==> src/rtl/core/paletted_texture_decoder_defines.svh <==
// Assertion macros used by the paletted texture decoder sequencer.
`ifndef PALETTED_TEXTURE_DECODER_DEFINES_SVH
`define PALETTED_TEXTURE_DECODER_DEFINES_SVH

// Check a condition at every clock edge outside reset.
`define PTD_ASSERT_ALWAYS(lbl, cond, msg) \
  lbl: assert property (@(posedge clk) disable iff (!rst_n) (cond)) else $error(msg);

// Check that a trigger is followed by a condition on the next clock edge.
`define PTD_ASSERT_NEXT(lbl, trig, cond, msg) \
  lbl: assert property (@(posedge clk) disable iff (!rst_n) (trig) |=> (cond)) else $error(msg);

`endif

==> src/rtl/core/ptd_pkg.sv <==
// Shared types and constants for the paletted texture decoder.
`default_nettype none

package ptd_pkg;

  localparam int BYTE_W     = 8;
  localparam int FMT_W      = 4;
  localparam int TOTAL_W    = 23;
  localparam int CFG_DATA_W = 23;
  localparam int SEEN_W     = 11;
  localparam int PADDR_W    = 10;
  localparam int BANKS      = 4;
  localparam int BANK_SEL_W = 2;
  localparam int BANK_DEPTH = 256;
  localparam int BANK_AW    = 8;

  localparam logic [TOTAL_W-1:0] MAX_PIXELS  = 23'd4194304;
  localparam logic [FMT_W-1:0]   FMT_MAX     = 4'd9;
  localparam logic [FMT_W-1:0]   FMT_P8_BASE = 4'd5;

  typedef enum logic [0:0] {
    REG_TEXEL_FORMAT = 1'b0,
    REG_PIXEL_TOTAL  = 1'b1
  } cfg_reg_t;

  typedef enum logic [2:0] {
    KIND_RGB8     = 3'd0,
    KIND_RGBA8    = 3'd1,
    KIND_RGB565   = 3'd2,
    KIND_RGBA4444 = 3'd3,
    KIND_RGBA5551 = 3'd4
  } kind_t;

  // Side information that travels with one palette read.
  typedef struct packed {
    kind_t                 kind;
    logic [BANK_SEL_W-1:0] off;
    logic                  last_of_byte;
    logic                  last_pixel;
  } iss_meta_t;

endpackage

`default_nettype wire

==> src/rtl/core/ptd_sequencer.sv <==
// Config registers, palette/index byte sequencing, pixel counting and read issue.
`default_nettype none
`include "paletted_texture_decoder_defines.svh"

module ptd_sequencer import ptd_pkg::*; (
  input  wire logic                             clk,
  input  wire logic                             rst_n,
  input  wire logic                             cfg_we,
  input  wire logic [0:0]                       cfg_index,
  input  wire logic [CFG_DATA_W-1:0]            cfg_data,
  input  wire logic                             in_valid,
  output logic                                  in_ready,
  input  wire logic [BYTE_W-1:0]                in_data_byte,
  input  wire logic                             in_final_byte,
  output logic [BANKS-1:0]                      bank_we,
  output logic [BANK_AW-1:0]                    bank_waddr,
  output logic [BYTE_W-1:0]                     bank_wdata,
  output logic [BANKS-1:0][BANK_AW-1:0]         bank_raddr,
  output logic                                  iss_valid,
  input  wire logic                             iss_ready,
  output iss_meta_t                             iss_meta
);

  logic [FMT_W-1:0]   fmt_r;
  logic [TOTAL_W-1:0] total_r;
  logic [SEEN_W-1:0]  seen_r, seen_nxt;
  logic [TOTAL_W-1:0] pe_r, pe_nxt;

  logic              j_valid_r, j_valid_nxt;
  kind_t             j_kind_r;
  logic              j_eight_r;
  logic [BYTE_W-1:0] j_byte_r;
  logic              j_two_r;
  logic              j_pos_r, j_pos_nxt;
  logic              j_lob0_r, j_lp0_r, j_lp1_r;

  logic [FMT_W-1:0]   fmt_c;
  logic               eight;
  kind_t              kind;
  logic [2:0]         esize;
  logic [SEEN_W-1:0]  psize;
  logic               pal_phase;
  logic [TOTAL_W-1:0] limit;
  logic [TOTAL_W:0]   pe1, pe2;
  logic               ended0, ended1, two, ended;
  logic               in_fire, fire, j_last;

  logic [BYTE_W-1:0]     pidx;
  logic [PADDR_W-1:0]    base;
  logic [BANK_AW-1:0]    row0;
  logic [BANK_SEL_W-1:0] off;

  // Format and limit decode.
  always_comb begin
    fmt_c = (fmt_r > FMT_MAX) ? FMT_MAX : fmt_r;
    eight = (fmt_c >= FMT_P8_BASE);
    kind  = kind_t'(eight ? 3'(fmt_c - FMT_P8_BASE) : fmt_c[2:0]);
    case (kind)
      KIND_RGB8:  esize = 3'd3;
      KIND_RGBA8: esize = 3'd4;
      default:    esize = 3'd2;
    endcase
    psize = eight ? {esize, 8'b0} : {4'b0, esize, 4'b0};
    pal_phase = (seen_r < psize);
    if (total_r == '0) begin
      limit = TOTAL_W'(1);
    end else if (total_r > MAX_PIXELS) begin
      limit = MAX_PIXELS;
    end else begin
      limit = total_r;
    end
    pe1    = {1'b0, pe_r} + (TOTAL_W+1)'(1);
    pe2    = {1'b0, pe_r} + (TOTAL_W+1)'(2);
    ended0 = (pe1 >= {1'b0, limit}) || (in_final_byte && eight);
    ended1 = (pe2 >= {1'b0, limit}) || in_final_byte;
    two    = !eight && !ended0;
    ended  = two ? ended1 : ended0;
  end

  assign fire     = j_valid_r && iss_ready;
  assign j_last   = fire && (j_pos_r == j_two_r);
  assign in_ready = !j_valid_r || j_last;
  assign in_fire  = in_valid && in_ready;

  // Palette writes go to bank seen[1:0], row seen[9:2].
  always_comb begin
    for (int b = 0; b < BANKS; b++) begin
      bank_we[b] = in_fire && pal_phase && (seen_r[BANK_SEL_W-1:0] == BANK_SEL_W'(b));
    end
  end
  assign bank_waddr = seen_r[PADDR_W-1:BANK_SEL_W];
  assign bank_wdata = in_data_byte;

  // Counter and job update.
  always_comb begin
    seen_nxt    = seen_r;
    pe_nxt      = pe_r;
    j_valid_nxt = j_valid_r;
    j_pos_nxt   = j_pos_r;
    if (fire) begin
      if (j_last) begin
        j_valid_nxt = 1'b0;
      end else begin
        j_pos_nxt = 1'b1;
      end
    end
    if (in_fire) begin
      if (pal_phase) begin
        seen_nxt = seen_r + SEEN_W'(1);
        if (in_final_byte) begin
          seen_nxt = '0;
          pe_nxt   = '0;
        end
      end else begin
        j_valid_nxt = 1'b1;
        j_pos_nxt   = 1'b0;
        if (ended) begin
          seen_nxt = '0;
          pe_nxt   = '0;
        end else begin
          pe_nxt = two ? pe2[TOTAL_W-1:0] : pe1[TOTAL_W-1:0];
        end
      end
    end
  end

  always_ff @(posedge clk) begin
    if (!rst_n) begin
      fmt_r     <= '0;
      total_r   <= TOTAL_W'(1);
      seen_r    <= '0;
      pe_r      <= '0;
      j_valid_r <= 1'b0;
      j_pos_r   <= 1'b0;
    end else begin
      if (cfg_we) begin
        case (cfg_reg_t'(cfg_index))
          REG_TEXEL_FORMAT: fmt_r   <= cfg_data[FMT_W-1:0];
          REG_PIXEL_TOTAL:  total_r <= cfg_data[TOTAL_W-1:0];
          default:          ;
        endcase
      end
      seen_r    <= seen_nxt;
      pe_r      <= pe_nxt;
      j_valid_r <= j_valid_nxt;
      j_pos_r   <= j_pos_nxt;
    end
  end

  always_ff @(posedge clk) begin
    if (in_fire && !pal_phase) begin
      j_kind_r  <= kind;
      j_eight_r <= eight;
      j_byte_r  <= in_data_byte;
      j_two_r   <= two;
      j_lob0_r  <= ended0 || eight;
      j_lp0_r   <= ended0;
      j_lp1_r   <= ended1;
    end
  end

  // Read issue: four consecutive bytes from byte address idx * entry size.
  always_comb begin
    if (j_eight_r) begin
      pidx = j_byte_r;
    end else if (j_pos_r) begin
      pidx = {4'b0, j_byte_r[3:0]};
    end else begin
      pidx = {4'b0, j_byte_r[7:4]};
    end
    case (j_kind_r)
      KIND_RGB8:  base = {2'b0, pidx} + {1'b0, pidx, 1'b0};
      KIND_RGBA8: base = {pidx, 2'b0};
      default:    base = {1'b0, pidx, 1'b0};
    endcase
    row0 = base[PADDR_W-1:BANK_SEL_W];
    off  = base[BANK_SEL_W-1:0];
    for (int b = 0; b < BANKS; b++) begin
      bank_raddr[b] = row0 + BANK_AW'(BANK_SEL_W'(b) < off);
    end
    iss_meta.kind         = j_kind_r;
    iss_meta.off          = off;
    iss_meta.last_of_byte = j_pos_r ? 1'b1 : j_lob0_r;
    iss_meta.last_pixel   = j_pos_r ? j_lp1_r : j_lp0_r;
  end

  assign iss_valid = j_valid_r;

  `PTD_ASSERT_NEXT(a_index_byte_loads_job, in_fire && !pal_phase, j_valid_r,
                   "index byte transfer did not load a job")
  `PTD_ASSERT_ALWAYS(a_pos_within_count, !j_valid_r || !j_pos_r || j_two_r,
                     "second pixel issued for a single-pixel job")
  `PTD_ASSERT_ALWAYS(a_seen_bounded, seen_r <= SEEN_W'(BANKS * BANK_DEPTH),
                     "palette byte count exceeds palette store")
  `PTD_ASSERT_NEXT(a_second_pixel_follows, fire && !j_last, j_valid_r && j_pos_r,
                   "first nibble issued without second pending")

endmodule

`default_nettype wire

==> config.mk <==
export PLATFORM = sky130hd
export DESIGN_NAME = ptd_sequencer
export DESIGN_NICKNAME = d
export VERILOG_FILES = /design/src/rtl/core/ptd_pkg.sv /design/src/rtl/core/ptd_sequencer.sv
export VERILOG_INCLUDE_DIRS = /design/src /design/src/rtl/core
export SDC_FILE = /design/constraint.sdc
export NUM_CORES = 1
export LEC_CHECK = 0
export ABC_AREA = 1
export BUFFER_PORTS_ARGS = -buffer_cell sky130_fd_sc_hd__buf_2
export CAP_MARGIN = 5
export CORE_MARGIN = 10
export CORE_UTILIZATION = 59
export DETAILED_ROUTE_END_ITERATION = 7
export PLACE_DENSITY_LB_ADDON = 0.15
export SYNTH_ARGS = -nofsm -noshare
export SYNTH_HDL_FRONTEND = slang
export SYNTH_SLANG_ARGS = --single-unit
==> constraint.sdc <==
create_clock -name clk -period 5.3 [get_ports clk]
set_input_delay 0.53 -clock clk [delete_from_list [all_inputs] [get_ports clk]]
set_output_delay 0.53 -clock clk [all_outputs]
set_load 0.05 [all_outputs]
* Word level (Yosys, flattened, before mapping) *
Index checks and enable logic that the tools add are counted.

word-level totals
  bits in registers = 79
  word-level logic and storage cells = 95
  output and inout bits = 61

operators by class
  add/sub/neg operators = 9
  reduce and logical (&&, ||, !) cells = 28
  bitwise gates (word level) = 1
  muxes and demuxes = 27
  equal/unequal tests = 7
  $lt $le $gt $ge = 10

operator list
  kind                   number
  $mux 23                6
  $ge 24x23->1           2
  $mux 11                4
  $add 8x1->8            4
  $add 23x1->24 const B  1
  $add 23x2->24 const B  1
  $gt 23x23->1 const B   1
  $logic_not 23->1       1
  $pmux 10 s2            1
  $add 11x1->11 const B  1
  $logic_and 1x1->1      11
  $lt 11x11->1           1
  $mux 1                 11
  $add 8x9->10           1
  $mux 4                 2
  $mux 8                 1
  $reduce_and 2->1       4
  $eq 3x1->1 const B     2
  $logic_not 3->1        2
  $pmux 3 s2             1
  $eq 2x2->1 const B     2
  $ge 4x3->1 const B     1
  $gt 4x4->1 const B     1
  $logic_not 1->1        4
  other kinds (11)       16

* Longest topological paths before layout *
  depth after elaboration = 10
  mapped depth = 30
  depth with buffers taken out = 30

* Worst setup path before layout *
No wires, ideal clock.

  path kind = register to output
  start point = reg j_eight_r
  end point = out bank_raddr[12] in the netlist's numbering
  slack = 0.615 ns
  cell stages (with the launch flop) = 13
  arrival time = 4.155 ns
  cell sequence = edfxtp_1 -> nor2_1 -> nand2_1 -> o21ai_0 -> inv_1 -> ha_1 -> fa_1 -> o22ai_1 -> a21oi_1 -> ha_1 -> ha_1 -> nand3_1 -> xnor2_1

RTL lines
  item                    RTL line              text
  start, declared         ptd_sequencer.sv:31   logic j_eight_r;
  start signal, assigned  ptd_sequencer.sv:153  j_eight_r <= eight;
  end, declared           ptd_sequencer.sv:18   output logic [BANKS-1:0][BANK_AW-1:0] bank_raddr,

==> results.txt <==
----------------------------------------------------
[Logic synthesis]
  Most area-hungry cell type in the Yosys netlist ... sky130_fd_sc_hd__dfxtp_1
  Top cell types by occurrence after synthesis ... sky130_fd_sc_hd__nand2_1, sky130_fd_sc_hd__nor2_1, sky130_fd_sc_hd__inv_1, sky130_fd_sc_hd__ha_1, sky130_fd_sc_hd__a21oi_1
  Top-count cell post-synth ... sky130_fd_sc_hd__nand2_1
  Syn avg cell area ... around 6.7 um2
  Synthesis-stage register bit count ... 79
  Cells taking the most area after synthesis ... sky130_fd_sc_hd__dfxtp_1, sky130_fd_sc_hd__ha_1, sky130_fd_sc_hd__nand2_1
  Top_reg_cell synth ... sky130_fd_sc_hd__dfxtp_1
  Synth top area share ... between 10% and 20%
  Yosys warning total ... 0
  Cell variety after synth ... 45
  Number of flops mapped to enable cells by yosys ... 16
  Proportion of register bits with asynchronous set or reset after synthesis ... 0%
  Post-synthesis instance area ... 6910 um2
  Total nets after synthesis ... between 1000 and 1500
  Share of the yosys chip area belonging to registers ... between 20 and 30%
  Gate Count Post-Synth ... around 1000

[Clocking]
  Root buffer cell ... sky130_fd_sc_hd__clkbuf_16
  CTS Buffer Depth ... 2
  Total clock buffers created by CTS ... 9
  Num Clock Sinks ... about 80
  Clock tree from TritonCTS ... yes
  Clock edge transition at the registers on the reported setup and hold paths ... approximately 0.060 ns
  Clock H-tree levels ... 3
  Post-cts repair resize count ... 0
  Skew-Pair Late Insertion Delay ... approximately 0.34 ns
  Cts-stage hold buffer count ... 0
  Post-CTS Setup Repair Bufs ... 0

[Floorplanning]
  Vert. Die Dim ... about 130 um
  I/O pin count ... 99
  Floorplan row count ... 39
  Core area ... about 11000 um2
  Die W ... roughly 130 um
  Overall die area ... 16400 um2
  Initial standard-cell utilization of the core ... 60.3%

[Power and ir drop]
  Peak ir drop on the vdd network ... between 0.0002 and 0.0003 V
  PD cells ... 330 nW/um2
  Internal power ... ~1.4 mW
  Leakage power ... ~3.8 nW
  Part of the power in combinational logic ... between 40% and 50%
  Net Sw Power ... 1.13 mW
  Proportion of power drawn by the clock network ... about 25%
  Switching share of power ... roughly 45%
  Sequential cell fraction of total power ... between 20 and 30%
  Overall power of the completed layout ... around 2.5 mW

[Worst hold path]
  Worst Min Path Start ... in_data_byte[7]
  Hold-critical path depth ... 1
  Min-delay worst type ... input port to register
  Hold endpoint ... j_byte_r[7]$_DFFE_PP_

[Detailed routing]
  DRC viols ... 0
  DR iter-0 viols ... about 460
  Detail-routed net length per standard cell ... around 14 um
  Avg Vias per Cell ... ~5.4
  Total via count in the routed design ... approximately 6700
  Antenna violation net count after detailed routing ... 0
  Count of TritonRoute iterations in the first routing pass ... 5
  Final routed wirelength across all metal layers ... about 18000 um

[Placement]
  Global placement routability congestion ... roughly 0.96
  Cells after DPL ... between 1000 and 1500
  Post-DP HPWL ... between 10000 and 15000 um
  I/O Buffers ... between 90 and 100

[Finish]
  Antenna diode instance count ... 0
  Final layout net count ... between 1000 and 1500
  Fillers ... ~1000
  Relative area change from synthesis to final layout ... 10.8%
  Storage cell area ... around 1700 um2
  Fraction of layout cells with a size suffix above 1 ... between 10 and 15%
  Share of the core filled with cells ... 66.8%
  Total area of multi-input combinational cells ... 4400 um2
  Fin cells ... roughly 1200

[Critical path]
  Critical Path Slowest Stage Cell ... sky130_fd_sc_hd__edfxtp_1
  Critical path peak fanout ... 6
  Largest stage delay, worst path ... 0.47 ns
  Crit path arrival time ... roughly 3.9 ns
  Worst Setup Start Kind ... register
  Worst reg2reg path depth ... 24
  Setup crit end kind ... output pin
  Ordered list of cells on the worst path ... nor2_1, nand2_1, o21ai_0, inv_1, ha_1, fa_1, nand3_1, nand2_1, a21oi_1, o21bai_1, or2_2, nand3_1, nand2_1, nor2_2, nand3_1, xor2_1, buf_2
  Destination of the worst register-to-register timing path ... j_lp1_r$_DFFE_PP_
  Required time at the worst-slack endpoint ... 4.77 ns
  Reg2reg setup slack ... 1.18 ns
  Startpoint of the most critical register-to-register path ... fmt_r[3]$_SDFFE_PN0P_
  Crit. Startpoint ... j_eight_r$_DFFE_PP_
  Type of the worst setup path ... register to output pin

[Timing]
  Final Critical Period ... approximately 4.4 ns
  Final number of max-transition violations ... 0
  Period Utilization, post-route ... a little over four fifths
  Final total negative setup slack ... 0 ns
  Final-report setup violation count ... 0
  Worst slew slack as a fraction of its limit ... 40.4%
  Number of hold violations in the final report ... 0
  Clock tree skew after final layout ... 0.00822 ns
  Unrepaired setup endpoints after global routing ... false
  Upper clock frequency limit ... about 0.23 GHz
  Least-Margin Pin Slew ... roughly 0.89 ns

[Global route]
  Total overflow reported by the global router ... 0
  Pin count of the biggest net entering global routing ... 40
  Global-route wire length before repair ... about 30000 um
  Via count of the first global-routing pass ... ~6300
  Initial antenna violation count ... 0
  All-layer global routing usage ... a little over a fifth

[Status]
  Outcome ... finished clean

[Flow run]
  Number of max-cap violations ... 0

----------------------------------------------------
-- final cells by class --
cell class | count | area share (%)
clock buffer | 15 | 3.89
clock inverter | 1 | 0.114
sequential | 79 | 22.7
timing repair buffer | 103 | 6.89
inverter | 134 | 6.56
multi-input combinational | 769 | 57.5
tap | 143 | 2.34
-- critical path, delay by kind of cell, from the launching register on --
| family | cells | cell delay, ns |
|---|---|---|
| DFF | 1 | 0.47 |
| xor gates and xnor gates | 1 | 0.16 |
| AOI/OAI and AO/OA | 3 | 0.45 |
| and+or+nand+nor | 9 | 1.47 |
| adders and majority gates | 2 | 0.64 |
| buffers and inverters | 2 | 0.38 |
-- power groups by stage --
stage	clock, mW	sequential, mW	combinational [mW]
after floorplan	0	0.737	0.915
after global placement	0	0.748	1.14
after detailed placement	0	0.748	1.15
after CTS	0.634	0.736	1.16
after global routing	0.661	0.744	1.30
final	0.631	0.737	1.16
-- worst max path at each step --
stage,end,slack (ns),depth (start not counted)
floorplan,bank_raddr[12],0.61,12
global placement,j_two_r$_DFFE_PP_,1.28,24
detailed placement,bank_raddr[22],1.19,17
CTS,bank_raddr[22],0.82,17
global route,bank_raddr[6],0.51,19
finish,bank_raddr[22],0.86,17
-- state kept, by name (all words and copies together) (netlist names), 3 cells and up --
signal    count
fmt_r         4
j_byte_r      8
j_kind_r      3
pe_r         23
seen_r       11
total_r      23
-- cell families after synthesis --
logic type                 synth area share [%]
xor gates and xnor gates                   7.22
muxes                                     0.163
DFF                                        25.2
and+or+nand+nor                            29.3
buffers and inverters                      11.1
adders and majority gates                  14.0
AOI/OAI and AO/OA                          12.9
-- per-stage QoR --
step,setup slack (ns),hold WS [ns],instance area (um2)
final,0.860,0.381,7660
after global routing,0.513,0.375,7660
after CTS,0.821,0.376,7660
after detailed placement,1.19,0.478,7360
after global placement,1.28,0.472,7360
after floorplan,0.615,0.447,6910
-- layout by cell type (no fill, tap or decap), drive strengths merged, types with 3 or more instances in the layout --
cell type  count
o22ai          5
dfxtp         63
xnor2          8
xor2          49
o21bai         3
ha            76
nor3          10
nand3         51
nor4           6
nand2        202
clkbuf        15
or2            6
nor2         169
edfxtp        16
inv          134
o21ai         87
a21oi         68
nand4         16
buf          103
-- routing by layer --
metal | GRT usage [%] | up-vias | part of all wire (%) | wire [um]
met5 | 0 | - | 0 | 0
li1 | - | 3454 | - | -
met4 | 6.42 | 0 | 1.4 | 245
met2 | 33.9 | 270 | 44 | 7960
met3 | 5.62 | 24 | 9.4 | 1690
met1 | 28.5 | 2953 | 45 | 8100
(Power assumes the default switching activity.)
