--- src/rtl/core/paletted_texture_decoder_defines.svh ---
// Assertion macros used by the paletted texture decoder sequencer.
`ifndef PALETTED_TEXTURE_DECODER_DEFINES_SVH
`define PALETTED_TEXTURE_DECODER_DEFINES_SVH

// Check a condition at every clock edge outside reset.
`define PTD_ASSERT_ALWAYS(lbl, cond, msg) \
  lbl: assert property (@(posedge clk) disable iff (!rst_n) (cond)) else $error(msg);

// Check that a trigger is followed by a condition on the next clock edge.
`define PTD_ASSERT_NEXT(lbl, trig, cond, msg) \
  lbl: assert property (@(posedge clk) disable iff (!rst_n) (trig) |=> (cond)) else $error(msg);

`endif

--- src/rtl/core/ptd_pkg.sv ---
// Shared types and constants for the paletted texture decoder.
`default_nettype none

package ptd_pkg;

  localparam int BYTE_W     = 8;
  localparam int FMT_W      = 4;
  localparam int TOTAL_W    = 23;
  localparam int CFG_DATA_W = 23;
  localparam int SEEN_W     = 11;
  localparam int PADDR_W    = 10;
  localparam int BANKS      = 4;
  localparam int BANK_SEL_W = 2;
  localparam int BANK_DEPTH = 256;
  localparam int BANK_AW    = 8;

  localparam logic [TOTAL_W-1:0] MAX_PIXELS  = 23'd4194304;
  localparam logic [FMT_W-1:0]   FMT_MAX     = 4'd9;
  localparam logic [FMT_W-1:0]   FMT_P8_BASE = 4'd5;

  typedef enum logic [0:0] {
    REG_TEXEL_FORMAT = 1'b0,
    REG_PIXEL_TOTAL  = 1'b1
  } cfg_reg_t;

  typedef enum logic [2:0] {
    KIND_RGB8     = 3'd0,
    KIND_RGBA8    = 3'd1,
    KIND_RGB565   = 3'd2,
    KIND_RGBA4444 = 3'd3,
    KIND_RGBA5551 = 3'd4
  } kind_t;

  // Side information that travels with one palette read.
  typedef struct packed {
    kind_t                 kind;
    logic [BANK_SEL_W-1:0] off;
    logic                  last_of_byte;
    logic                  last_pixel;
  } iss_meta_t;

endpackage

`default_nettype wire

--- src/rtl/core/ptd_pixel_out.sv ---
// Read-data stage, color expansion and output register.
`default_nettype none

module ptd_pixel_out import ptd_pkg::*; (
  input  wire logic                        clk,
  input  wire logic                        rst_n,
  input  wire logic                        iss_valid,
  output logic                             iss_ready,
  input  wire iss_meta_t                   iss_meta,
  input  wire logic [BANKS-1:0][BYTE_W-1:0] bank_rdata,
  output logic                             out_valid,
  input  wire logic                        out_ready,
  output logic [BYTE_W-1:0]                out_red,
  output logic [BYTE_W-1:0]                out_green,
  output logic [BYTE_W-1:0]                out_blue,
  output logic [BYTE_W-1:0]                out_alpha,
  output logic                             out_has_alpha,
  output logic                             out_last_of_byte,
  output logic                             out_last_pixel
);

  logic      r_valid_r;
  iss_meta_t r_meta_r;
  logic      out_valid_r;

  logic o_load, r_move;
  logic [BANKS-1:0][BYTE_W-1:0] bt;
  logic [BANK_SEL_W-1:0] sel;
  logic [BYTE_W-1:0] lo, hi, r_c, g_c, b_c, a_c;
  logic [4:0] r5, b5, g5;
  logic [5:0] g6;
  logic has_a;

  assign o_load    = !out_valid_r || out_ready;
  assign r_move    = r_valid_r && o_load;
  assign iss_ready = !r_valid_r || r_move;

  // Undo the bank rotation, then expand.
  always_comb begin
    for (int j = 0; j < BANKS; j++) begin
      sel   = r_meta_r.off + BANK_SEL_W'(j);
      bt[j] = bank_rdata[sel];
    end
    lo    = bt[0];
    hi    = bt[1];
    r5    = hi[7:3];
    g6    = {hi[2:0], lo[7:5]};
    g5    = {hi[2:0], lo[7:6]};
    b5    = lo[4:0];
    r_c   = bt[0];
    g_c   = bt[1];
    b_c   = bt[2];
    a_c   = 8'hff;
    has_a = 1'b1;
    case (r_meta_r.kind)
      KIND_RGB8: begin
        has_a = 1'b0;
      end
      KIND_RGBA8: begin
        a_c = bt[3];
      end
      KIND_RGB565: begin
        r_c   = {r5, r5[4:2]};
        g_c   = {g6, g6[5:4]};
        b_c   = {b5, b5[4:2]};
        has_a = 1'b0;
      end
      KIND_RGBA4444: begin
        r_c = {hi[7:4], hi[7:4]};
        g_c = {hi[3:0], hi[3:0]};
        b_c = {lo[7:4], lo[7:4]};
        a_c = {lo[3:0], lo[3:0]};
      end
      default: begin
        r_c = {r5, r5[4:2]};
        g_c = {g5, g5[4:2]};
        b_c = {lo[5:1], lo[5:3]};
        a_c = {BYTE_W{lo[0]}};
      end
    endcase
  end

  always_ff @(posedge clk) begin
    if (!rst_n) begin
      r_valid_r   <= 1'b0;
      out_valid_r <= 1'b0;
    end else begin
      if (iss_valid && iss_ready) begin
        r_valid_r <= 1'b1;
      end else if (r_move) begin
        r_valid_r <= 1'b0;
      end
      if (o_load) begin
        out_valid_r <= r_valid_r;
      end
    end
  end

  always_ff @(posedge clk) begin
    if (iss_valid && iss_ready) begin
      r_meta_r <= iss_meta;
    end
    if (r_move) begin
      out_red          <= r_c;
      out_green        <= g_c;
      out_blue         <= b_c;
      out_alpha        <= a_c;
      out_has_alpha    <= has_a;
      out_last_of_byte <= r_meta_r.last_of_byte;
      out_last_pixel   <= r_meta_r.last_pixel;
    end
  end

  assign out_valid = out_valid_r;

endmodule

`default_nettype wire

--- config.mk ---
export PLATFORM = sky130hd
export DESIGN_NAME = ptd_pixel_out
export DESIGN_NICKNAME = d
export VERILOG_FILES = /design/src/rtl/core/paletted_texture_decoder_defines.svh /design/src/rtl/core/ptd_pkg.sv /design/src/rtl/core/ptd_pixel_out.sv
export SDC_FILE = /design/constraint.sdc
export NUM_CORES = 1
export LEC_CHECK = 0
export BUFFER_PORTS_ARGS = -buffer_cell sky130_fd_sc_hd__buf_2
export CORE_AREA = 4 4 76 78
export CTS_CLUSTER_DIAMETER = 50
export DETAILED_ROUTE_END_ITERATION = 6
export DIE_AREA = 0 0 80 82
export HOLD_SLACK_MARGIN = 0.08
export PLACE_DENSITY = 0.79
export SYNTH_ARGS = -nofsm -noshare
export SYNTH_HDL_FRONTEND = slang
export SYNTH_SLANG_ARGS = --single-unit
--- constraint.sdc ---
create_clock -name clk -period 6.24 [get_ports clk]
set_input_delay 0.936 -clock clk [delete_from_list [all_inputs] [get_ports clk]]
set_output_delay 0.936 -clock clk [all_outputs]
set_load 0.01 [all_outputs]
; Word level (Yosys, flattened, before mapping)
; Index checks and enable logic that the tools add are counted.
[classes]
n_addsub = 3
n_lt_le_gt_ge = 4
n_eq_ne = 3
muxes = 15
n_reduce_logical = 10
[op_table]
columns = cell, n
row1 = case mux 8 bit (3 select lines), 3
row2 = binary-select mux 8 bit (select 2 bit), 4
row3 = two-way mux 8 bit, 4
row4 = case mux 8 bit (2 select lines), 1
row5 = "< comparator 2 x 3 -> 1 bit, second input constant", 4
row6 = "== test 3 x 2 -> 1 bit, second input constant", 2
row7 = "adder 2 bit, second input constant", 2
row8 = OR reduction 2 bit, 2
row9 = "== test 3 x 1 -> 1 bit, second input constant", 1
row10 = logical NOT 3 bit, 1
row11 = two-way mux 1 bit, 3
row12 = "adder 2 x 1 -> 2 bit, second input constant", 1
row13 = logical AND 1 bit, 2
row14 = logical NOT 1 bit, 2
row15 = logical OR 1 bit, 2
row16 = nonzero test 2 bit, 1
[totals]
regBits = 44
in_bits = 43
out_inout_bits = 37
wordCells = 48

; Depth between registers and ports, before layout
; Gate-level depths: netlist of run 1.
[logic_depth]
ltp_word = 6
depth_mapped = 7

; Worst setup path after synthesis of run 1
; No wires, ideal clock.
[synth_path]
path_type = input to register
startpoint = input out_ready
endpoint = register out_alpha[0] (enable)
setup_time_ps = 431
arrival_time_ps = 2587
setup_slack_ps = 3222
path_stages = 2
n_path_buf = 0
cell_sequence = nor2b_1 > nor2b_1
[synth_via]
elab_chain_len = 2
[synth_rtl]
columns = element, line_no
row1 = start: declaration, ptd_pixel_out.sv:12  ; input wire logic out_ready,
row2 = logical OR 1 bit, ptd_pixel_out.sv:34  ; assign o_load = !out_valid_r || out_ready;
row3 = logical AND 1 bit, ptd_pixel_out.sv:35  ; assign r_move = r_valid_r && o_load;
row4 = via r_move, ptd_pixel_out.sv:26  ; logic o_load, r_move;
row5 = end signal: assignment, ptd_pixel_out.sv:107  ; out_alpha <= a_c;
row6 = end: declaration, ptd_pixel_out.sv:16  ; output logic [BYTE_W-1:0] out_alpha,
; The timed path passes the listed nets, and every way through them passes these cells.
; A chain may end at the register's enable or synchronous reset.

; Worst setup path in the final report of run 1
[layout_path]
startpoint = input out_ready
endpoint = output iss_ready
[layout_via]
elab_chain_len = 3
[layout_rtl]
columns = element, line_no
row1 = logical OR 1 bit, ptd_pixel_out.sv:34
row2 = logical AND 1 bit, ptd_pixel_out.sv:35
row3 = logical OR 1 bit, ptd_pixel_out.sv:36  ; assign iss_ready = !r_valid_r || r_move;
row4 = end: declaration, ptd_pixel_out.sv:8  ; output logic iss_ready,
; No other way between the ends.

==> qor.yml, run 1 <==
worst_setup_path:
  r2r_setup_slack_ps: 4100
  path_cells: "buf_2 > nor2b_1 > nand2_1 > buf_2"
  max_stage_delay_ps: 250
  path_buf_inv: 2
  cp.arrival_ps: 1530
  worstSetupPathType: "input pin to output pin"
  path_common_cell: "buf_2"
  cp_slowest_cell: "nor2b_1"
  worstSetupStartpointType: "input pin"
  cp-end-kind: "output pin"
  cp_top_family: "simple AND/OR/NAND/NOR gates"
  required_ps: 5300
  cp_max_fo: 4
finish:
  syn2layout_area_growth_pct: 18.12
  fin_area_mm2: 0.003254
  fin_nets: 360
  final_cells: 388
  n_antenna_cell: 0
  drive_above_1_share: 0.3711
clock_tree:
  cts_tree: "done"
  cts.clk_slew.worst_paths_ps: 80
  postCtsResizedCells: 0
  cts.sinks: 44
  cts_buffers: 5
  ctsRootBufferMaster: "clkbuf_8"
  insertion_delay_ps: 300
  max-clock-path-buffers: 2
  hold_buffers: 0
  ctsHtreeMaxLevel: 2
  post-cts-setup-buffers: 0
route:
  drtIter0Drc: 316
  ant_nets: 0
  avgViaCountPerCell: 5.680
  num_vias: 2204
  drt-pass1-iter-count: 4
  routedWlPerCell_um: 16.27
  drc_errors: 0
  drt_wl_total_mm: 6.313
outcome:
  status: "completed"
global_route:
  antenna_found_initial: 0
  grt_first_pass_wirelength_mm: 9.660
  grt_max_degree: 47
  overflow: 0
  grt_usage: 0.1929
  grt_pass1_vias: 2032
synthesis:
  synth_top_area_frac: 0.4578
  synth_enable_flop_cells: 42
  yosys.cell_types.count: 44
  syn-num-nets: 288
  ys_warn_count: 0
  synth_flop_cell: "edfxtp_1"
  syn_area_mm2: 0.002755
  ys_async_sr_fraction: 0
  avgSynthCellArea_um2: 11.25
  yosys-top-cells-area: "edfxtp_1 46%, mux2i_1 11%, mux2_2 5.7%"
  synth_area_leader_cell: "edfxtp_1"
  ys_seq_area_frac: 0.4723
  synthCells: 245
  synth_seq_cells: 44
floorplanning:
  boundaryPins: 80
  die_width_um: 80
  die_height_um: 82
  core_area_mm2: 0.005075
  dieArea_mm2: 0.006560
  rows: 26
  start_util: 0.5429
timing:
  hold_violations: 0
  period_share: 0.3954
  fin_worst_skew_ps: 2.125
  finalSetupViolCount: 0
  max_freq_mhz: 405.3
  whs_ps: 425.8
  drv_slew: 0
  worst_pin_slew_ps: 945.5
  finalCriticalPeriod_ps: 2467
  maxSlewHeadroom: 0.3673
  rsz0062_at_grt: "no"
  fin_tns_setup_ps: 0
place:
  dpl.cell_count: 380
  dp_hpwl_mm: 4.702
  portBuffers: 79
  routabilityCongestion: 0.9295
  place_area_mm2: 0.003143
power:
  leakagePower_nw: 1.315
  p_per_area_mw_per_mm2: 224.6
  peakVddDrop_uv: 121.5
job:
  maxCapViolations: 0
worst_hold_path:
  min_path_type: "register to register"
## final cells by class
type,count,area [um2]
well taps,70,87.58
inverters,2,7.507
flip-flops and latches,44,1301
repair buffers,82,417.9
clock inverters,3,42.54
clock buffers,5,68.82
multi-input cells,182,1329
fillers,425,1821
## flip-flops by register name (all words and copies together) (netlist names)
register and count:
out_alpha 8, out_blue 8, out_green 8, out_red 8, r_meta_r 7, out_has_alpha 1
out_last_of_byte 1, out_last_pixel 1, out_valid 1, r_valid_r 1
## layer usage
metal,up-vias,GRT usage,share of wire
met3,11,0.03180,0.078
li1,1083,-,-
met1,995,0.2495,0.42
met4,0,0.06419,0.021
met2,115,0.3303,0.48
met5,-,0,0
## report_power, final
part           internal, mW  switching, mW  leakage (nW)
Combinational        0.0669         0.0920         0.848
Clock                 0.119         0.0977        0.0558
Sequential            0.348        0.00717         0.411
## Yosys cell counts, types with 3 or more instances
cell type / instances
nand2b_1: 3
buf_2: 5
edfxtp_1: 42
nand2_1: 36
clkbuf_1: 6
buf_6: 4
o221ai_1: 10
nor2_1: 9
mux2_2: 14
mux2i_2: 3
a21oi_1: 7
o22ai_1: 6
o21ai_0: 25
nor2b_1: 3
mux2i_1: 30
## logic make-up (layout without fill, tap and decap cells)
family | count (synthesis) | after routing | synth area share
AOI/OAI and AO/OA | 63 | 63 | 0.1494
buffers and inverters | 19 | 92 | 0.04632
DFF | 44 | 44 | 0.4723
muxes | 53 | 53 | 0.2207
and+or+nand+nor | 66 | 66 | 0.1113
## stage by stage
stage / util / total power, mW / worst slack, ps
detailed placement: 0.6193 / 0.5199 / 3770
global route: 0.6413 / 0.7631 / 3730
floorplan: - / 0.4703 / 3222
finish: 0.6413 / 0.7309 / 3773
CTS: 0.6413 / 0.7303 / 3767
global placement: 0.6193 / 0.5165 / 3809
## placed cells by master, fill, tap and decap left out, types with 2 or more instances in the layout
| cell type | instances |
|---|---|
| edfxtp_1 | 42 |
| nand2_1 | 36 |
| nor2b_1 | 2 |
| buf_2 | 79 |
| clkbuf_8 | 5 |
| or2_0 | 2 |
| o211ai_1 | 2 |
| a311oi_1 | 2 |
| a21oi_1 | 7 |
| o21ai_1 | 2 |
| a22oi_2 | 2 |
| nor3_1 | 2 |
| o22ai_1 | 6 |
| a2bb2oi_1 | 2 |
| mux2_4 | 2 |
| nand3_1 | 2 |
| mux2i_1 | 30 |
| a32oi_1 | 2 |
| dfxtp_1 | 2 |
| mux2_2 | 14 |
| or2_2 | 2 |
| o221ai_1 | 10 |
| mux2i_2 | 3 |
| mux4_2 | 2 |
| buf_4 | 3 |
| nand2b_1 | 3 |
| nor2_1 | 9 |
| o21ai_0 | 25 |
## worst register-to-register path, stage by stage (launching register included)
cell      delay [ps]
edfxtp_1         330
buf_4            440
mux2_2           440
o21ai_0          410
o221ai_1         230
## worst paths after layout
kind	from	to	cells after the start
max	out_ready	iss_ready	4
min	r_meta_r[1]$_DFFE_PP_	out_last_of_byte$_DFFE_PP_	0
max reg2reg	r_meta_r[3]$_DFFE_PP_	out_red[3]$_DFFE_PP_	4
min reg2reg	r_meta_r[1]$_DFFE_PP_	out_last_of_byte$_DFFE_PP_	0
(Power assumes the default switching activity.)
==> inputs of run 2 (changes only) <==
CORE_AREA = 4 4 82 84   (was 4 4 76 78)
DIE_AREA = 0 0 86 88   (was 0 0 80 82)
PLACE_DENSITY = 0.71   (was 0.79)
clock period = 2.2 ns   (was 6.24 ns; I/O delays follow)
==> qor.yml, run 2 (synthesis gave the netlist of run 1 again) <==
outcome:
  status: "completed"
route:
  avgViaCountPerCell: 5.637  # -0.77%
  drt-pass1-iter-count: 4  # unchanged
  drc_errors: 0  # unchanged
  drt_wl_total_mm: 6.645  # +5.3%
  drtIter0Drc: 183  # -42%
  num_vias: 2249  # +2.0%
  ant_nets: 0  # unchanged
  routedWlPerCell_um: 16.65  # +2.4%
place:
  dpl.cell_count: 391  # +2.9%
  place_area_mm2: 0.003207  # +2.0%
  portBuffers: 79  # unchanged
  dp_hpwl_mm: 5.164  # +9.8%
  routabilityCongestion: 0.8621  # -7.3%
  dpl_worst_slack_ps: 321.5  # -3449 ps
global_route:
  grt_usage: 0.1799  # -0.01305
  grt_first_pass_wirelength_mm: 10.52  # +8.9%
  grt_pass1_vias: 2205  # +8.5%
  top_usage_layer: "met2"
  grt_max_degree: 36  # -23%
  gr-usage-met3: 0.03104  # -0.0007540
  grtUsageMet2: 0.3111  # -0.01916
  overflow: 0  # unchanged
  use_met1: 0.2272  # -0.02231
  antenna_found_initial: 0  # unchanged
power:
  p_comb_frac: 0.236  # +0.019
  netSwitchingFraction: 0.2818  # +0.01240
  p_seq_frac: 0.514  # +0.027
  p_sw_mw: 0.5530  # +180%
  p_per_area_mw_per_mm2: 596.1  # +170%
  finalPower_mw: 1.962  # +170%
  peakVddDrop_uv: 296.5  # +140%
  internal_power_mw: 1.409  # +160%
  p_clk_frac: 0.250  # -0.046
  leakagePower_nw: 1.333  # +1.4%
clock_tree:
  post-cts-setup-buffers: 0  # unchanged
  insertion_delay_ps: 290  # about the same
  max-clock-path-buffers: 2  # unchanged
  cts.clk_slew.worst_paths_ps: 80  # about the same
  ctsHtreeMaxLevel: 2  # unchanged
  postCtsResizedCells: 0  # unchanged
  cts.sinks: 44  # unchanged
  hold_buffers: 0  # unchanged
  ctsRootBufferMaster: "clkbuf_8"
  cts_buffers: 5  # unchanged
  cts_tree: "done"
timing:
  finalCriticalPeriod_ps: 1887
  finalSetupViolCount: 0  # unchanged
  hold_violations: 0  # unchanged
  drv_slew: 0  # unchanged
  fin_tns_setup_ps: 0  # unchanged
  period_share: 0.8577
  worst_pin_slew_ps: 586.4  # -359.1 ps
  setup_slack_ps: 313.0  # -3460 ps
  max_freq_mhz: 529.9
  rsz0062_at_grt: "no"
  maxSlewHeadroom: 0.6074  # +0.2400
  whs_ps: 211.2  # -214.6 ps
  fin_worst_skew_ps: 5.512  # +3.387 ps
worst_setup_path:
  cp_slowest_cell: "edfxtp_1"
  worstSetupPathType: "register to register"
  cp_top_family: "multiplexers"
  worstSetupStartpointType: "register"
  path_cells: "buf_12 > mux2i_1 > mux2i_2 > a22oi_2 > o221ai_1"
  required_ps: 2220  # -3080 ps
  cp.arrival_ps: 1910  # +380 ps
  max_stage_delay_ps: 410  # +160 ps
  cp-end-kind: "register"
  cp_max_fo: 24  # +20
  path_buf_inv: 1  # -1
finish:
  most-common-layout-cells: "79 x buf_2, 42 x edfxtp_1, 36 x nand2_1"
  fin_area_mm2: 0.003292  # +1.2%
  syn2layout_area_growth_pct: 19.48
  layout_commonest_cell: "buf_2"
  n_fill_cell: 517  # +22%
  finish.utilization: 0.5560  # -0.08527
  drive_above_1_share: 0.3827  # +0.01165
  fin_nets: 366  # +1.7%
  n_antenna_cell: 0  # unchanged
  final_cells: 399  # +2.8%
floorplanning:
  dieArea_mm2: 0.007568  # +15%
  start_util: 0.4653  # -0.07756
  boundaryPins: 80  # unchanged
  die_height_um: 88  # +7.3%
  die_width_um: 86  # +7.5%
  rows: 28  # +7.7%
  core_area_mm2: 0.005921  # +17%
job:
  maxCapViolations: 0  # unchanged
worst_hold_path:
  min_path_type: "input pin to register"
## run 2: changes by cell type in the layout (fill, tap and decap cells not counted)
cell / change
clkinvlp_4: +1
clkbuf_1: +1
buf_4: +5
clkinv_2: +1
buf_12: +1
clkinv_4: -1
bufinv_16: -1
clkinv_1: -1
## run 2: routing by layer
layer / vias to the layer above / share of wire
met3: 9 / 0.062
met2: 83 / 0.50
met5: - / 0
met4: 0 / 0.016
met1: 1062 / 0.42
li1: 1095 / -
## run 2: power groups by stage
stage	clock, mW	combinational (mW)	sequential (mW)
after floorplan	0	0.289	1.04
after global placement	0	0.454	1.03
after detailed placement	0	0.463	1.03
after CTS	0.506	0.464	1.01
after global routing	0.538	0.509	1.01
final	0.491	0.464	1.01
## run 2: worst reg2reg max path, delay by kind of cell (launching register included)
family | cells | cell delay [ps]
mux | 2 | 630
flops | 1 | 410
compound gates | 2 | 370
buf+inv | 1 | 210
## run 2: worst paths after layout
kind	startpoint	end	slack (ps)	cells after the start
worst max-delay path	r_meta_r[3]$_DFFE_PP_	out_blue[1]$_DFFE_PP_	310	5
worst min-delay path	iss_meta[1]	r_meta_r[1]$_DFFE_PP_	210	1
worst max register to register	r_meta_r[3]$_DFFE_PP_	out_blue[1]$_DFFE_PP_	310	5
worst min register to register	r_meta_r[1]$_DFFE_PP_	out_last_of_byte$_DFFE_PP_	430	0
## run 2: area by class of cell
type | instances | area (um2) | area share
inverters | 2 | 7.507 | 0.002280
clock inverters | 2 | 12.51 | 0.003801
flip-flops and latches | 44 | 1301 | 0.3953
clock buffers | 6 | 72.57 | 0.02204
repair buffers | 88 | 475.5 | 0.1444
well taps | 75 | 93.84 | 0.02851
multi-input cells | 182 | 1329 | 0.4036
==> inputs of run 3 (changes only) <==
CORE_AREA = 2 2 92 72   (was 4 4 82 84)
DIE_AREA = 0 0 94 74   (was 0 0 86 88)
clock period = 1.6 ns   (was 2.2 ns; I/O delays follow)
==> qor.yml, run 3 (synthesis gave the netlist of run 1 again) <==
power:
  p_per_area_mw_per_mm2: 810.3  # +36%
  peakVddDrop_uv: 521.8  # +76%
  leakagePower_nw: 1.528  # +15%
global_route:
  antenna_found_initial: 0  # unchanged
  grt_usage: 0.2281  # +0.04819
  overflow: 0  # unchanged
  grt_pass1_vias: 2289  # +3.8%
  grt_max_degree: 33  # -8.3%
  grt_first_pass_wirelength_mm: 11.81  # +12%
timing:
  period_share: 1.126  # +0.2679
  max_freq_mhz: 555.2  # +4.8%
  rsz0062_at_grt: "yes"
  fin_worst_skew_ps: 7.220  # +1.708 ps
  whs_ps: 112.9  # -98.30 ps
  worst_pin_slew_ps: 592.0  # +5.640 ps
  maxSlewHeadroom: 0.6045  # -0.002884
  setup_slack_ps: -201.0  # -514.0 ps
  finalSetupViolCount: 29  # +29
  finalCriticalPeriod_ps: 1801  # -85.96 ps
  drv_slew: 0  # unchanged
  hold_violations: 0  # unchanged
worst_setup_path:
  worstSetupStartpointType: "register"
  critPathLaunch: "r_meta_r[3]$_DFFE_PP_"
  reg2regPathDepth: 6  # +1
  path_cells: "buf_12 > buf_12 > mux2_2 > mux2i_4 > a2bb2oi_2 > o221ai_1"
  cp_slowest_cell: "edfxtp_1"
  path_common_cell: "buf_12"
  rr_endpoint: "out_blue[2]$_DFFE_PP_"
  max_stage_delay_ps: 380  # -30 ps
  cp.arrival_ps: 1840  # -70 ps
  worstSetupPathType: "register to register"
  cp-end-kind: "register"
  r2r_setup_slack_ps: -200  # -510 ps
  reg2reg_from: "r_meta_r[3]$_DFFE_PP_"
  critPathCapture: "out_blue[2]$_DFFE_PP_"
  required_ps: 1640  # -580 ps
  cp_max_fo: 12  # -50%
floorplanning:
  core_area_mm2: 0.006100  # +3.0%
  dieArea_mm2: 0.006956  # -8.1%
  die_width_um: 94  # +9.3%
  start_util: 0.4517  # -0.01365
  die_height_um: 74  # -16%
  rows: 25  # -11%
  boundaryPins: 80  # unchanged
route:
  ant_nets: 0  # unchanged
  drtIter0Drc: 136  # -26%
  drt-pass1-iter-count: 5  # +1
  num_vias: 2447  # +8.8%
  routedWlPerCell_um: 17.63  # +5.9%
  avgViaCountPerCell: 5.625  # -0.20%
  drt_wl_total_mm: 7.669  # +15%
  drc_errors: 0  # unchanged
clock_tree:
  ctsRootBufferMaster: "clkbuf_8"
  max-clock-path-buffers: 2  # unchanged
  cts.sinks: 44  # unchanged
  insertion_delay_ps: 300  # about the same
  cts_tree: "done"
  hold_buffers: 0  # unchanged
  cts.clk_slew.worst_paths_ps: 80  # about the same
  ctsHtreeMaxLevel: 2  # unchanged
  cts_buffers: 5  # unchanged
worst_hold_path:
  min_path_type: "input pin to register"
  min_from: "iss_meta[6]"
finish:
  finish.utilization: 0.6226  # +0.06656
  layout_commonest_cell: "buf_2"
  final_cells: 435  # +9.0%
  n_fill_cell: 509  # -1.5%
  multi_input_area_mm2: 0.001531  # +15%
  regArea_mm2: 0.001301  # unchanged
  most-common-layout-cells: "79 x buf_2, 42 x edfxtp_1, 34 x nand2_1"
  fin_nets: 396  # +8.2%
  n_antenna_cell: 0  # unchanged
  syn2layout_area_growth_pct: 37.83
  drive_above_1_share: 0.5113  # +0.1286
place:
  portBuffers: 79  # unchanged
  dp_hpwl_mm: 5.253  # +1.7%
  routabilityCongestion: 0.8739  # +1.4%
  dpl.cell_count: 420  # +7.4%
job:
  maxCapViolations: 0  # unchanged
outcome:
  violations: "setup timing"
  status: "finished, violations left"
## run 3: per-layer routing
metal	part of all wire	vias up	global-route usage
li1	-	1166	-
met3	0.084	12	0.04357
met2	0.46	118	0.3802
met5	0	-	0
met4	0.013	0	0.06119
met1	0.44	1151	0.3118
## run 3: final cells by class
type | count | area share
repair buffers | 117 | 0.1967
clock buffers | 7 | 0.02010
clock inverters | 1 | 0.007908
flip-flops and latches | 44 | 0.3427
well taps | 81 | 0.02669
multi-input cells | 183 | 0.4033
inverters | 2 | 0.002636
## run 3: worst min path at each step
stage                            endpoint  slack, ps  cells after the start
2_1_floorplan       r_meta_r[0]$_DFFE_PP_        340                      0
3_3_place_gp   out_last_of_byte$_DFFE_PP_        400                      0
3_5_place_dp   out_last_of_byte$_DFFE_PP_        420                      0
4_1_cts             r_meta_r[0]$_DFFE_PP_        120                      1
5_1_grt             r_meta_r[1]$_DFFE_PP_        110                      1
6_report            r_meta_r[6]$_DFFE_PP_        110                      1
## run 3: power breakdown
group	leakage [nW]	internal, mW	total [mW]	switching (mW)
Clock	0.0524	0.467	0.849	0.382
Combinational	1.06	0.397	0.836	0.438
Sequential	0.411	1.36	1.39	0.0323
Total	1.53	2.22	3.08	0.853
## run 3: through the flow
stage                     setup TNS (ps)  power (mW)  cell area [um2]  setup WS, ps
final                              -2804       3.077             3797        -201.0
after global routing               -4798       3.207             3797        -249.7
after CTS                          -2448       3.031             3709        -202.9
after detailed placement           -4730       2.126             3445        -206.0
after global placement             -3117       2.113             3445        -182.8
after floorplan                   -98.86       1.840             2778        -62.82
## run 3: what timing repair did
action / in CTS / in global routing
cloned: 1 / 0
setup buffers: 1 / 5
setup endpoints to repair: 65 / 33
resized for setup: 42 / 14
endpoints found under the hold margin: 0 / 0
pin swaps: 0 / 1
## run 3: worst max-delay path: cells and delay by family, from the launching register on
| kind | cells | cell delay [ps] |
|---|---|---|
| multiplexers | 2 | 550 |
| flip-flops | 1 | 380 |
| AO/OA/AOI/OAI | 2 | 310 |
| buffers and inverters | 2 | 300 |
